$ cat config.mk
export PLATFORM = sky130hd
export DESIGN_NAME = tcp_congestion_window_control
export DESIGN_NICKNAME = d
export VERILOG_FILES = /design/src/tcwc_pkg.sv /design/src/tcp_congestion_window_control.sv
export SDC_FILE = /design/constraint.sdc
export NUM_CORES = 1
export LEC_CHECK = 0
export ABC_AREA = 0
export ABC_CLOCK_PERIOD_IN_PS = 10100
export BUFFER_PORTS_ARGS = -buffer_cell sky130_fd_sc_hd__buf_2
export CAP_MARGIN = 20
export CORE_ASPECT_RATIO = 1.4
export CORE_MARGIN = 5
export CORE_UTILIZATION = 55
export DETAILED_ROUTE_END_ITERATION = 10
export PLACE_DENSITY = 0.73
export SYNTH_ARGS = -nofsm -noshare
export SYNTH_HDL_FRONTEND = slang
export SYNTH_SLANG_ARGS = --single-unit
$ cat constraint.sdc
create_clock -name clk_i -period 10.1 [get_ports clk_i]
set_input_delay 1.515 -clock clk_i [delete_from_list [all_inputs] [get_ports clk_i]]
set_output_delay 1.515 -clock clk_i [all_outputs]
set_load 0.01 [all_outputs]
$ cat src/tcwc_pkg.sv
// Shared types, constants and helpers of the TCP congestion window controller.
`default_nettype none

package tcwc_pkg;

  localparam int unsigned FracBits = 16;
  localparam int unsigned QuoW     = 2 * FracBits + 1;
  localparam int unsigned CntW     = $clog2(QuoW);

  localparam logic [31:0] FxOne    = 32'(64'(1) << FracBits);
  localparam logic [31:0] FxTwo    = 32'(64'(2) << FracBits);
  localparam logic [31:0] FxThree  = 32'(64'(3) << FracBits);
  localparam logic [31:0] FxSixteen = 32'(64'(16) << FracBits);

  typedef enum logic [1:0] {
    FuncAck     = 2'd0,
    FuncDupAck  = 2'd1,
    FuncTimeout = 2'd2,
    FuncNone    = 2'd3
  } func_e;

  typedef enum logic [1:0] {
    AlgTahoe   = 2'd0,
    AlgReno    = 2'd1,
    AlgNewReno = 2'd2,
    AlgSpare   = 2'd3
  } alg_e;

  typedef enum logic [1:0] {
    PhSlowStart = 2'd0,
    PhAvoid     = 2'd1,
    PhRecovery  = 2'd2,
    PhSpare     = 2'd3
  } phase_e;

  typedef enum logic [3:0] {
    ExDupWait   = 4'd0,
    ExSsGrow    = 4'd1,
    ExCaGrow    = 4'd2,
    ExPartial   = 4'd3,
    ExFullExit  = 4'd4,
    ExTahoe     = 4'd5,
    ExRenoFr    = 4'd6,
    ExNewRenoFr = 4'd7,
    ExTimeout   = 4'd8
  } expl_e;

  // Saturating add of a 33-bit increment to a 32-bit window.
  function automatic logic [31:0] sat_add(logic [31:0] a, logic [32:0] b);
    logic [33:0] s;
    s = {2'b00, a} + {1'b0, b};
    return (|s[33:32]) ? 32'hFFFF_FFFF : s[31:0];
  endfunction

  // Halve the window with a floor of 2.0.
  function automatic logic [31:0] cut_thresh(logic [31:0] w);
    logic [31:0] h;
    h = w >> 1;
    return (h < FxTwo) ? FxTwo : h;
  endfunction

endpackage

`default_nettype wire

$ cat src/tcp_congestion_window_control.sv
// Top level of the TCP congestion window controller (Tahoe, Reno, NewReno).
//
//  channel | signals                                   | direction
//  config  | cfg_we_i, cfg_wdata_i                     | in, written without wait
//  event   | in_valid_i/in_ready_o, func_i, ack_number_i | in
//  result  | out_valid_o/out_ready_i, window_o .. explanation_o | out
//
// A new ACK in congestion avoidance first runs the radix-2 restoring divider that
// forms the reciprocal increase, then commits; every other event goes straight to commit.
// An unused event code is taken and dropped.
// Reset brings window 1.0, threshold 16.0, slow start and the Reno variant.
// A word whose result is not yet taken holds the commit of the next word.
`default_nettype none

module tcp_congestion_window_control (
  input  wire logic        clk_i,
  input  wire logic        rst_ni,
  input  wire logic        cfg_we_i,
  input  wire logic [1:0]  cfg_wdata_i,
  input  wire logic        in_valid_i,
  output logic             in_ready_o,
  input  wire logic [1:0]  func_i,
  input  wire logic [30:0] ack_number_i,
  output logic             out_valid_o,
  input  wire logic        out_ready_i,
  output logic [31:0]      window_o,
  output logic [31:0]      threshold_o,
  output logic [1:0]       phase_o,
  output logic [31:0]      event_count_o,
  output logic [3:0]       explanation_o
);

  typedef enum logic [1:0] {
    StIdle   = 2'd0,
    StDiv    = 2'd1,
    StCommit = 2'd2
  } state_e;

  state_e state_q, state_d;

  logic [1:0]  alg_q, alg_d;
  logic [1:0]  phase_q, phase_d;
  logic [31:0] cwnd_q, cwnd_d;
  logic [31:0] ssth_q, ssth_d;
  logic [1:0]  dup_q, dup_d;
  logic [31:0] events_q, events_d;
  logic [31:0] recov_q, recov_d;

  logic [1:0]  func_q, func_d;
  logic [30:0] ack_q, ack_d;

  logic [31:0]               rem_q, rem_d;
  logic [tcwc_pkg::QuoW-1:0] quo_q, quo_d;
  logic [tcwc_pkg::CntW-1:0] cnt_q, cnt_d;

  logic        out_valid_q, out_valid_d;
  logic [31:0] win_out_q, win_out_d;
  logic [31:0] thr_out_q, thr_out_d;
  logic [1:0]  ph_out_q, ph_out_d;
  logic [31:0] ev_out_q, ev_out_d;
  logic [3:0]  ex_out_q, ex_out_d;

  logic        in_fire;
  logic        commit;
  logic [32:0] rem_shift;
  logic        rem_ge;
  logic [63:0] quo_wide;
  logic [32:0] ca_inc;
  logic [31:0] ss_win;
  logic [31:0] cut;
  logic [1:0]  dup_next;
  logic [3:0]  expl;

  assign in_ready_o = (state_q == StIdle);
  assign in_fire    = in_valid_i && in_ready_o;
  assign commit     = (state_q == StCommit) && (!out_valid_q || out_ready_i);

  assign rem_shift = {rem_q, (cnt_q == tcwc_pkg::CntW'(2 * tcwc_pkg::FracBits))};
  assign rem_ge    = rem_shift >= {1'b0, cwnd_q};
  assign quo_wide  = 64'(quo_q);
  assign ca_inc    = (cwnd_q == 32'd0 || (|quo_wide[63:33])) ? {33{1'b1}} : quo_wide[32:0];
  assign ss_win    = tcwc_pkg::sat_add(cwnd_q, {1'b0, tcwc_pkg::FxOne});
  assign cut       = tcwc_pkg::cut_thresh(cwnd_q);
  assign dup_next  = (dup_q == 2'd3) ? 2'd3 : dup_q + 2'd1;

  always_comb begin
    state_d     = state_q;
    alg_d       = cfg_we_i ? cfg_wdata_i : alg_q;
    phase_d     = phase_q;
    cwnd_d      = cwnd_q;
    ssth_d      = ssth_q;
    dup_d       = dup_q;
    events_d    = events_q;
    recov_d     = recov_q;
    func_d      = func_q;
    ack_d       = ack_q;
    rem_d       = rem_q;
    quo_d       = quo_q;
    cnt_d       = cnt_q;
    out_valid_d = out_valid_q && !out_ready_i;
    win_out_d   = win_out_q;
    thr_out_d   = thr_out_q;
    ph_out_d    = ph_out_q;
    ev_out_d    = ev_out_q;
    ex_out_d    = ex_out_q;
    expl        = tcwc_pkg::ExDupWait;

    case (state_q)
      StIdle: begin
        if (in_fire && func_i != tcwc_pkg::FuncNone) begin
          func_d = func_i;
          ack_d  = ack_number_i;
          rem_d  = 32'd0;
          quo_d  = '0;
          cnt_d  = tcwc_pkg::CntW'(tcwc_pkg::QuoW - 1);
          if (func_i == tcwc_pkg::FuncAck && phase_q == tcwc_pkg::PhAvoid &&
              cwnd_q != 32'd0) begin
            state_d = StDiv;
          end else begin
            state_d = StCommit;
          end
        end
      end
      StDiv: begin
        rem_d = rem_ge ? 32'(rem_shift - {1'b0, cwnd_q}) : rem_shift[31:0];
        quo_d = {quo_q[tcwc_pkg::QuoW-2:0], rem_ge};
        cnt_d = cnt_q - tcwc_pkg::CntW'(1);
        if (cnt_q == '0) begin
          state_d = StCommit;
        end
      end
      StCommit: begin
        if (commit) begin
          events_d = events_q + 32'd1;
          case (func_q)
            tcwc_pkg::FuncAck: begin
              dup_d = 2'd0;
              case (phase_q)
                tcwc_pkg::PhSlowStart: begin
                  cwnd_d = ss_win;
                  if (ss_win >= ssth_q) begin
                    phase_d = tcwc_pkg::PhAvoid;
                  end
                  expl = tcwc_pkg::ExSsGrow;
                end
                tcwc_pkg::PhAvoid: begin
                  cwnd_d = tcwc_pkg::sat_add(cwnd_q, ca_inc);
                  expl   = tcwc_pkg::ExCaGrow;
                end
                default: begin
                  if (alg_q == tcwc_pkg::AlgNewReno && {1'b0, ack_q} < recov_q) begin
                    cwnd_d = ss_win;
                    expl   = tcwc_pkg::ExPartial;
                  end else begin
                    cwnd_d  = ssth_q;
                    phase_d = tcwc_pkg::PhAvoid;
                    expl    = tcwc_pkg::ExFullExit;
                  end
                end
              endcase
            end
            tcwc_pkg::FuncDupAck: begin
              dup_d = dup_next;
              if (dup_next == 2'd3) begin
                ssth_d = cut;
                if (alg_q == tcwc_pkg::AlgTahoe) begin
                  cwnd_d  = tcwc_pkg::FxOne;
                  phase_d = tcwc_pkg::PhSlowStart;
                  expl    = tcwc_pkg::ExTahoe;
                end else begin
                  if (alg_q == tcwc_pkg::AlgNewReno) begin
                    recov_d = {1'b0, ack_q} + 32'(cwnd_q >> tcwc_pkg::FracBits);
                    expl    = tcwc_pkg::ExNewRenoFr;
                  end else begin
                    expl = tcwc_pkg::ExRenoFr;
                  end
                  cwnd_d  = tcwc_pkg::sat_add(cut, {1'b0, tcwc_pkg::FxThree});
                  phase_d = tcwc_pkg::PhRecovery;
                end
              end
            end
            default: begin
              ssth_d  = cut;
              cwnd_d  = tcwc_pkg::FxOne;
              dup_d   = 2'd0;
              phase_d = tcwc_pkg::PhSlowStart;
              expl    = tcwc_pkg::ExTimeout;
            end
          endcase
          out_valid_d = 1'b1;
          win_out_d   = cwnd_d;
          thr_out_d   = ssth_d;
          ph_out_d    = phase_d;
          ev_out_d    = events_d;
          ex_out_d    = expl;
          state_d     = StIdle;
        end
      end
      default: begin
        state_d = StIdle;
      end
    endcase
  end

  always_ff @(posedge clk_i or negedge rst_ni) begin
    if (!rst_ni) begin
      state_q     <= StIdle;
      alg_q       <= tcwc_pkg::AlgReno;
      phase_q     <= tcwc_pkg::PhSlowStart;
      cwnd_q      <= tcwc_pkg::FxOne;
      ssth_q      <= tcwc_pkg::FxSixteen;
      dup_q       <= 2'd0;
      events_q    <= 32'd0;
      recov_q     <= 32'd0;
      cnt_q       <= '0;
      out_valid_q <= 1'b0;
    end else begin
      state_q     <= state_d;
      alg_q       <= alg_d;
      phase_q     <= phase_d;
      cwnd_q      <= cwnd_d;
      ssth_q      <= ssth_d;
      dup_q       <= dup_d;
      events_q    <= events_d;
      recov_q     <= recov_d;
      cnt_q       <= cnt_d;
      out_valid_q <= out_valid_d;
    end
  end

  always_ff @(posedge clk_i) begin
    func_q    <= func_d;
    ack_q     <= ack_d;
    rem_q     <= rem_d;
    quo_q     <= quo_d;
    win_out_q <= win_out_d;
    thr_out_q <= thr_out_d;
    ph_out_q  <= ph_out_d;
    ev_out_q  <= ev_out_d;
    ex_out_q  <= ex_out_d;
  end

  assign out_valid_o   = out_valid_q;
  assign window_o      = win_out_q;
  assign threshold_o   = thr_out_q;
  assign phase_o       = ph_out_q;
  assign event_count_o = ev_out_q;
  assign explanation_o = ex_out_q;

`ifndef NO_ASSERTIONS
  a_window_floor: assert property (@(posedge clk_i) disable iff (!rst_ni)
    cwnd_q >= tcwc_pkg::FxOne)
    else $error("Congestion window fell below one packet.");

  a_thresh_floor: assert property (@(posedge clk_i) disable iff (!rst_ni)
    ssth_q >= tcwc_pkg::FxTwo)
    else $error("Slow-start threshold fell below two packets.");

  a_phase_code: assert property (@(posedge clk_i) disable iff (!rst_ni)
    phase_q != tcwc_pkg::PhSpare)
    else $error("Phase register holds an unused code.");

  a_div_done: assert property (@(posedge clk_i) disable iff (!rst_ni)
    (state_q == StDiv && cnt_q == '0) |=> (state_q == StCommit && quo_q != '0))
    else $error("Divider did not hand a nonzero increment to the commit step.");

  a_event_count: assert property (@(posedge clk_i) disable iff (!rst_ni)
    commit |=> (events_q == $past(events_q) + 32'd1 && out_valid_q))
    else $error("Commit did not count the event or present a result.");
`endif

endmodule

`default_nettype wire

Word-level counts from Yosys, hierarchy flattened --
Index checks and enable logic that the tools add are counted.
Word-level totals: register bits after elaboration 343, input bits 40, output and inout port bits 104
Cells by class: add/subtract/negate cells 8, magnitude comparators 4, equal/unequal tests 12, muxes and demuxes 40, bitwise operators 1, reduce and logical (&&, ||, !) cells 27
Operators by type and width (number):
- two-way mux 32 bit | 9
- case mux 32 bit (2 select lines) | 4
- two-way mux 33 bit | 2
- case mux 33 bit (2 select lines) | 1
- adder 32 x 33 -> 34 bit | 1
- adder 32 x 17 -> 33 bit (second input constant) | 1
- greater-or-equal comparator 33 x 32 -> 1 bit | 1
- adder 31 x 16 -> 32 bit | 1
- adder 31 x 18 -> 32 bit (second input constant) | 1
- adder 32 x 1 -> 32 bit (second input constant) | 1
- greater-or-equal comparator 32 bit | 1
- zero test 32 bit | 1
- < comparator 31 x 32 -> 1 bit | 1
- nonzero test 32 bit | 1
- subtractor 32 bit | 1
- < comparator 31 x 18 -> 1 bit (second input constant) | 1
- two-way mux 31 bit | 1
- two-way mux 2 bit | 11
- case mux 6 bit (2 select lines) | 1
- zero test 2 bit | 5
- equality test 2 bit (second input constant) | 4
- case mux 2 bit (2 select lines) | 2
- case mux 4 bit (2 select lines) | 1
- logical AND 1 bit | 7
- 21 further kinds | 32

Longest topological paths before layout --
Gate-level depths: netlist of run 1.
depth after elaboration 7, gate-level depth with buffers 21, depth with buffers taken out 17

Worst setup path before layout of run 1 --
OpenSTA, ideal clock, no wires.
path type input to register, start point in out_ready_i, end point reg ev_out_q[0] (netlist: event_count_o[0]) (enable), setup time 507 ps, arrival time 5233 ps, required time 9593 ps, setup slack 4360 ps, cell stages on the path 5, buffers on the path 2, path through nand2b_1 > nand2b_1 > clkinv_1 > buf_1 > clkbuf_1
On the way: word-level cells in the longest chain between the ends 3
Ends and longest elaborated chain:
- start, declared | line tcp_congestion_window_control.sv:25 | input wire logic out_ready_i,
- logical OR 1 bit | line tcp_congestion_window_control.sv:76 | assign commit = (state_q == StCommit) && (!out_valid_q || out_ready_i);
- logical AND 1 bit | line tcp_congestion_window_control.sv:76
- AND reduction 2 bit (no source line)
- end signal, assigned | line tcp_congestion_window_control.sv:239 | ev_out_q <= ev_out_d;
- end, declared | line tcp_congestion_window_control.sv:60 | logic [31:0] ev_out_q, ev_out_d;
Every way passes these cells. A chain may end at the register's enable or synchronous reset.

Worst setup path after layout of run 1 --
start point reg cwnd_q[20], end point reg win_out_q[0] (netlist: window_o[0]) (data pin)
On the way: word-level cells in the longest chain between the ends 7, elaborated cells on any way between the ends 17, classes of those cells add/sub: 3; order compare: 1; mux: 10; reduce/logical: 3
Ends and longest elaborated chain:
- start, declared | line tcp_congestion_window_control.sv:43 | logic [31:0] cwnd_q, cwnd_d;
- start signal, assigned | line tcp_congestion_window_control.sv:210 | cwnd_q <= tcwc_pkg::FxOne;
- start signal, assigned | line tcp_congestion_window_control.sv:221 | cwnd_q <= cwnd_d;
- < comparator 31 x 18 -> 1 bit or zero test 32 bit (tied branches) | line tcwc_pkg.sv:59, tcp_congestion_window_control.sv:81
- two-way mux 31 bit or two-way mux 33 bit (tied branches) | line tcwc_pkg.sv:59, tcp_congestion_window_control.sv:81
- adder 31 x 18 -> 32 bit or adder 32 x 33 -> 34 bit (tied branches) | line tcwc_pkg.sv:51 | s = {2'b00, a} + {1'b0, b};
- two-way mux 32 bit or OR reduction 2 bit (tied branches) | line tcwc_pkg.sv:52 | return (|s[33:32]) ? 32'hFFFF_FFFF : s[31:0];
- two-way mux 32 bit, on equally long branches | line tcp_congestion_window_control.sv:166, tcwc_pkg.sv:52
- two-way mux 32 bit or case mux 32 bit (2 select lines) (tied branches) | line tcp_congestion_window_control.sv:164, tcp_congestion_window_control.sv:138
- case mux 32 bit (2 select lines) (*) | line tcp_congestion_window_control.sv:135 | case (func_q)
- end signal, assigned | line tcp_congestion_window_control.sv:236 | win_out_q <= win_out_d;
- end, declared | line tcp_congestion_window_control.sv:57 | logic [31:0] win_out_q, win_out_d;
Mark *: on every way between the ends. The rest lies on a longest branch, timed or not.

==> summary.txt, run 1 <==
Outcome
  – Outcome: finished, final reports clean

Synth
  – Number of synthesized flops with an enable pin: 200
  – Mapped cell area: ~22000 µm²
  – YS warnings: 0
  – Mapped Cells: ~2300
  – #FFs+latches synth: between 300 and 400
  – Async S/R FF share, synth: a little over two fifths
  – Syn nets: about 2500
  – Seq/Total Area, Yosys: between 40 and 50%
  – Post-synth top area share: a little over a quarter
  – Area contributors post-synth: edfxtp_1 (27%), dfrtp_1 (16%), ha_1 (8.4%)
  – Post-synthesis cell type count: ~100
  – Synth Area per Inst: about 9.6 µm²
  – Post-synth top flop: edfxtp_1
  – Cell taking the most area after synthesis: edfxtp_1

Detailed routing
  – DRT antenna net count: 0
  – DRC: 0
  – WL per Instance: about 21 µm
  – Routed via count: roughly 18000
  – TritonRoute pass-1 iters: 5
  – DR vias/cell: ~6
  – Iteration-0 DRC Markers: roughly 1400
  – Total wire length: ~63 mm

Die
  – Core Region: about 40000 µm²
  – Site Rows: between 80 and 90
  – Initial Util: a little under three fifths
  – DIE WIDTH: ~180 µm
  – Die area: roughly 44000 µm²
  – Die height: approximately 250 µm
  – Top Ports: approximately 140

Worst setup path
  – Setup Crit Path Kind: flop to flop
  – Slowest stage delay, CP: just under 600 ps
  – CP top delay family: compound AO/OA/AOI/OAI gates
  – Startpoint Class: flop
  – Worst Path Arrival: between 5000 and 6000 ps
  – Req. time, crit path: 10390 ps
  – CP Max Fanout: 34
  – Most used cell, CP: buf_4
  – Slowest cell on the critical path: dfrtp_1
  – Capturing element type of the critical path: flop
  – CP cell instances: nor4_1 > nand4_1 > buf_4 > nor3_2 > buf_4 > or2_2 > ha_1 > inv_1 > fa_1 > nand2b_1 > a21oi_1 > o21a_1 > a21oi_4 > o21ai_2 > o221ai_2 > buf_4 > a211oi_1 > o22a_1 > o21ai_0
  – Worst Path Buf+Inv: 4

STA
  – Slew headroom: approximately 25%
  – Worst-Margin Slew: approximately 1100 ps
  – Maximum clock frequency: about 190 MHz
  – Final Hold Viols: 0
  – Fin crit share: 51.97%
  – Skew final: about 27 ps
  – Final worst path period need: around 5200 ps
  – Setup_tns: 0 ps
  – Max Slew Vio Count: 0
  – Setup-failing EPs final: 0
  – RSZ-0062 raised after global routing: false

Final layout
  – Sequential Area: ~9600 µm²
  – Layout filler cell count: around 3400
  – Most frequent cells in the layout: nand2_1 (268), edfxtp_1 (200), o21ai_0 (181)
  – Post-Layout Cell Count: 2944
  – Layout cells sized above 1: between 10% and 20%
  – Multi-input logic area: between 10000 and 15000 µm²
  – Layout area overhead: 10.96%
  – Commonest non-fill, non-tap cell in the layout: nand2_1
  – Final net count: roughly 2600

Global route
  – GRT Total Usage: about 28%
  – GR peak layer: met2
  – GR Util met3: 3.960%
  – GRT met2 Usage: roughly half
  – First-pass GRT wire length: 98.44 mm
  – GR Util met1: 33.98%
  – Grt total ovfl: 0
  – Largest net degree at the start of global routing: 86
  – Initial antenna violation count: 1
  – Vias in the first global route: roughly 18000

Placed design
  – DP HPWL: between 40 and 50 mm
  – # placed instances: approximately 2900
  – I/O Buffers: 143
  – Final GP Congestion: 0.9461

CTS
  – CTS sink cnt: about 340
  – Worst skew pair latency: 560 ps
  – # Post-CTS Setup Buffers: 0
  – H-Tree Depth: 2
  – CTS Buffer Depth: 3
  – Root buffer cell: clkbuf_16
  – Post-cts sizing count: 0
  – Cts bufs inserted: 39
  – CTS hold repair buffers: 0
  – CTS clock-pin slew for the worst setup and hold paths: ~70 ps
  – CTS tree: yes

Job
  – Maxcap violations: 0

Power and ir drop
  – Cell Pwr Density: around 320 nW/µm²
  – VDD IR max: around 0.24 mV
  – Design Power: 0.007693 W
  – Leak Pwr: roughly 11 nW

Hold path
  – Hold Path Class: flop to flop
-- sequential cells by signal, summed over array words and instances (netlist names) --
name           flops
phase_q            2
cwnd_q            32
rem_q             32
alg_q              2
window_o          32
quo_q             33
dup_q              2
recov_q           32
func_q             2
explanation_o      4
out_valid_o        1
ack_q             31
state_q            2
ssth_q            32
events_q          32
cnt_q              6
event_count_o     32
phase_o            2
threshold_o       32
-- worst paths after layout --
check | slack [ps] | endpoint | startpoint | cells after the start
min in group asynchronous | 1010 | recov_q[10] | rst_ni | 1
max in group asynchronous | 7660 | events_q[16] | rst_ni | 2
hold reg to reg | 480 | recov_q[13] | recov_q[13] | 2
setup reg to reg | 4850 | window_o[0] | cwnd_q[20] | 19
setup / recovery | 4850 | window_o[0] | cwnd_q[20] | 19
hold / removal | 480 | recov_q[13] | recov_q[13] | 2
-- metal layers --
metal / up-vias / wire length [µm]
li1: 8493 / -
met1: 8692 / 24460
met2: 689 / 31020
met3: 191 / 3761
met4: 0 / 3960
met5: - / 0
-- tightest hold or removal path: stages, from the launching register on --
cell,delay (ps)
dfrtp_1,340
nand2_1,50
o21ai_0,60
-- where the power goes --
group	leakage (nW)	internal, W	switching (W)
registers	3.61	0.00198	0.000417
clock network	0.610	0.000812	0.000615
logic	6.37	0.00143	0.00244
total	10.6	0.00422	0.00348
-- Yosys cell counts (all sizes together), types with 29 or more instances --
cell,number
xor2,60
inv,127
xnor2,92
clkbuf,91
nor3,42
or2,39
nand2,271
a211oi,43
a21o,61
nand3,78
and2,43
edfxtp,200
nor2,119
a21oi,134
and3,29
ha,148
dfrtp,140
o21ai,185
-- kinds of logic after synthesis --
kind of cell | synth area share [%]
simple gates | 16.19
fa+ha+maj | 8.707
mux | 2.046
buf+inv | 4.496
flops | 43.66
xor+xnor | 6.063
compound gates | 18.84
-- through the flow --
step	area (µm²)	utilization [%]	hold slack, ps	setup slack [ps]
after floorplan	21960	-	448.5	4360
after global placement	23050	58.54	460.8	4991
after detailed placement	23050	58.54	470.2	4916
after CTS	24350	61.82	483.1	4892
after global routing	24360	61.86	496.1	4595
final	24370	61.87	481.6	4851
-- cell type report --
class | count | share of cell area (%)
Multi-Input combinational cell | 1701 | 46.82
Sequential cell | 343 | 39.35
Clock buffer | 45 | 4.313
Timing Repair Buffer | 168 | 3.764
Tap cell | 528 | 2.711
Inverter | 131 | 2.039
Clock inverter | 27 | 0.9962
Antenna cell | 1 | 0.01027
(Power assumes the default switching activity.)
==> run 2, diff against run 1 <==
ABC_CLOCK_PERIOD_IN_PS = 5200   (was 10100)
clock period = 5.2 ns   (was 10.1 ns; I/O delays follow)
==> run 2 against run 1 <==
Against the previous run: design area rose by 1.2%; count of clock-buffer cells in the layout increased by 8; critical path type unchanged; register-to-register slack got worse by 4500 ps; clock power up 99%; critical endpoint is now window_o[2]; sequential share of layout area fell by 0.46 points; highest routed layer unchanged; largest power group unchanged.
==> summary.txt, run 2 (synthesis gave the netlist of run 1 again) <==
Die
  – Top Ports: 144 (unchanged)
  – Initial Util: 55.76% (unchanged)
  – Core Region: 39380 µm² (unchanged)
  – DIE WIDTH: 178.9 µm (unchanged)
  – Die height: 246.4 µm (unchanged)
  – Die area: 44080 µm² (unchanged)
  – Site Rows: 86 (unchanged)

Final layout
  – Layout filler cell count: 3290 (-2.7%)
  – Commonest non-fill, non-tap cell in the layout: nand2_1
  – Layout cells sized above 1: 15.00% (+1.0 points)
  – Layout area overhead: 12.28%
  – Largest register FFs: 33 (unchanged)
  – Ant. Diodes: 0 (-1)
  – Final net count: 2608 (+1.3%)
  – Most frequent cells in the layout: nand2_1 (268), edfxtp_1 (200), o21ai_0 (181)
  – Top reg by flops: quo_q

STA
  – Slew headroom: 30.49% (+5.1 points)
  – Fin crit share: 93.68% (+42 points)
  – Skew final: 21.54 ps (-5.704 ps)
  – Max Slew Vio Count: 0 (unchanged)
  – Maximum clock frequency: 205.3 MHz (+7.7%)
  – Worst-Margin Slew: 1040 ps (-79.07 ps)
  – RSZ-0062 raised after global routing: false
  – Setup_tns: 0 ps (unchanged)
  – Final worst path period need: 4872 ps (-377.0 ps)
  – Final Hold Viols: 0 (unchanged)
  – Setup-failing EPs final: 0 (unchanged)

Worst setup path
  – Worst Path Arrival: 5160 ps (-380 ps)
  – R2R depth: 16 (-3)
  – R2R Setup Slk: 330 ps (-4520 ps)
  – Req. time, crit path: 5490 ps (-4900 ps)
  – CP Max Fanout: 35 (+2.9%)
  – Setup Crit Path Kind: flop to flop
  – RR Endpoint: window_o[2]
  – Beginning of the worst register-to-register path: cwnd_q[31]
  – Capturing element type of the critical path: flop
  – Startpoint Class: flop

Global route
  – Vias in the first global route: 18365 (+0.98%)
  – Largest net degree at the start of global routing: 80 (-7.0%)
  – Grt total ovfl: 0 (unchanged)
  – GRT Total Usage: 28.33% (about the same)
  – First-pass GRT wire length: 98.38 mm (about the same)
  – Initial antenna violation count: 0 (-1)

Power and ir drop
  – Net switching power: 0.006691 W (+92%)
  – Leak Pwr: 10.80 nW (+2.0%)
  – Gate power share: 52.4% (+2.0 points)
  – VDD IR max: 0.4014 mV (+66%)
  – Design Power: 0.01514 W (+97%)
  – Cell Pwr Density: 614.2 nW/µm² (+95%)
  – Clk network pwr share: 18.7% (+0.2 points)
  – Cell Int Power: 0.008454 W (+100%)
  – Net Sw Frac: 44.18% (-1.0 points)
  – Sequential group share of total power: 28.8% (-2.3 points)

Detailed routing
  – Iteration-0 DRC Markers: 1461 (+2.0%)
  – TritonRoute pass-1 iters: 6 (+1)
  – WL per Instance: 21.08 µm (-1.8%)
  – Routed via count: 18205 (+0.77%)
  – DR vias/cell: 6.121 (-0.24%)
  – Total wire length: 62.69 mm (-0.82%)
  – DRT antenna net count: 0 (unchanged)
  – DRC: 0 (unchanged)

CTS
  – CTS sink cnt: 343 (unchanged)
  – # Post-CTS Setup Buffers: 0 (unchanged)
  – H-Tree Depth: 2 (unchanged)
  – Root buffer cell: clkbuf_16
  – CTS hold repair buffers: 0 (unchanged)
  – Post-cts sizing count: 0 (unchanged)
  – CTS Buffer Depth: 3 (unchanged)
  – Worst skew pair latency: 550 ps (about the same)
  – Cts bufs inserted: 37 (-5.1%)
  – CTS tree: yes
  – CTS clock-pin slew for the worst setup and hold paths: 60 ps (about the same)

Hold path
  – Hold Path Class: input pin to asynchronous set/reset pin

Placed design
  – DP HPWL: 45.83 mm (-0.79%)
  – I/O Buffers: 143 (unchanged)
  – Final GP Congestion: 0.9949 (+5.2%)

Job
  – Maxcap violations: 0 (unchanged)

Outcome
  – Outcome: finished, final reports clean
-- run 2: changes by cell type in the layout (fill, tap and decap cells not counted), moves of 2 or more --
cell        delta
inv_6          -2
clkbuf_1       +5
bufinv_16      +3
clkinv_1       -2
clkinv_4       -4
buf_4         +33
clkinvlp_4     -6
clkbuf_8       +4
-- run 2: worst max-delay path, stage by stage (launching register included) --
cell,delay (ps)
dfrtp_1,380
nor4_1,420
nand4_1,270
nor3_2,270
buf_6,280
or2_2,160
ha_1,280
a21oi_1,290
o21ai_0,150
a221o_1,370
a31oi_1,170
o21ai_2,90
or3_1,470
buf_4,230
a21oi_4,320
a211oi_1,150
a211o_1,310
-- run 2: stage by stage --
stage	cell area, µm²	std cells	utilization (%)	hold WS, ps	setup WS [ps]
final	24660	2974	62.61	259.5	328.4
after floorplan	21960	2288	-	448.5	194.7
after global routing	24660	2974	62.61	296.7	30.93
after detailed placement	23330	2905	59.25	473.8	380.8
after global placement	23330	2905	59.25	462.7	430.3
after CTS	24640	2973	62.56	283.4	359.2
-- run 2: layout make-up --
| class | instances | area (µm²) | area share, % |
|---|---|---|---|
| Timing Repair Buffer | 203 | 1196 | 4.851 |
| Sequential cell | 343 | 9588 | 38.89 |
| Clock buffer | 53 | 1100 | 4.461 |
| Tap cell | 528 | 660.6 | 2.679 |
| Inverter | 131 | 496.7 | 2.015 |
| Clock inverter | 15 | 205.2 | 0.8322 |
| Multi-Input combinational cell | 1701 | 11410 | 46.28 |
-- run 2: how the worst max path moves through the flow --
stage / startpoint / endpoint / cells after the start / slack (ps)
after floorplan: out_ready_i / event_count_o[0] / 5 / 190
after global placement: cwnd_q[31] / window_o[30] / 18 / 430
after detailed placement: cwnd_q[31] / window_o[1] / 16 / 380
after CTS: cwnd_q[31] / window_o[2] / 16 / 360
after global routing: cwnd_q[31] / window_o[2] / 16 / 30
final: cwnd_q[31] / window_o[2] / 16 / 330
-- run 2: layer usage --
metal	up-vias	track usage, %	part of all wire (%)
met1	8735	33.99	39
met4	0	16.87	6.9
met5	-	0	0
li1	8556	-	-
met2	700	48.09	48
met3	214	3.914	6.1
-- run 2: power by group through the flow --
stage | Sequential, W | Clock, W | Combinational, W
final | 0.00437 | 0.00284 | 0.00794
after global placement | 0.00438 | 0 | 0.00763
after floorplan | 0.00443 | 0 | 0.00534
after detailed placement | 0.00439 | 0 | 0.00778
after CTS | 0.00436 | 0.00288 | 0.00784
after global routing | 0.00444 | 0.00300 | 0.00868
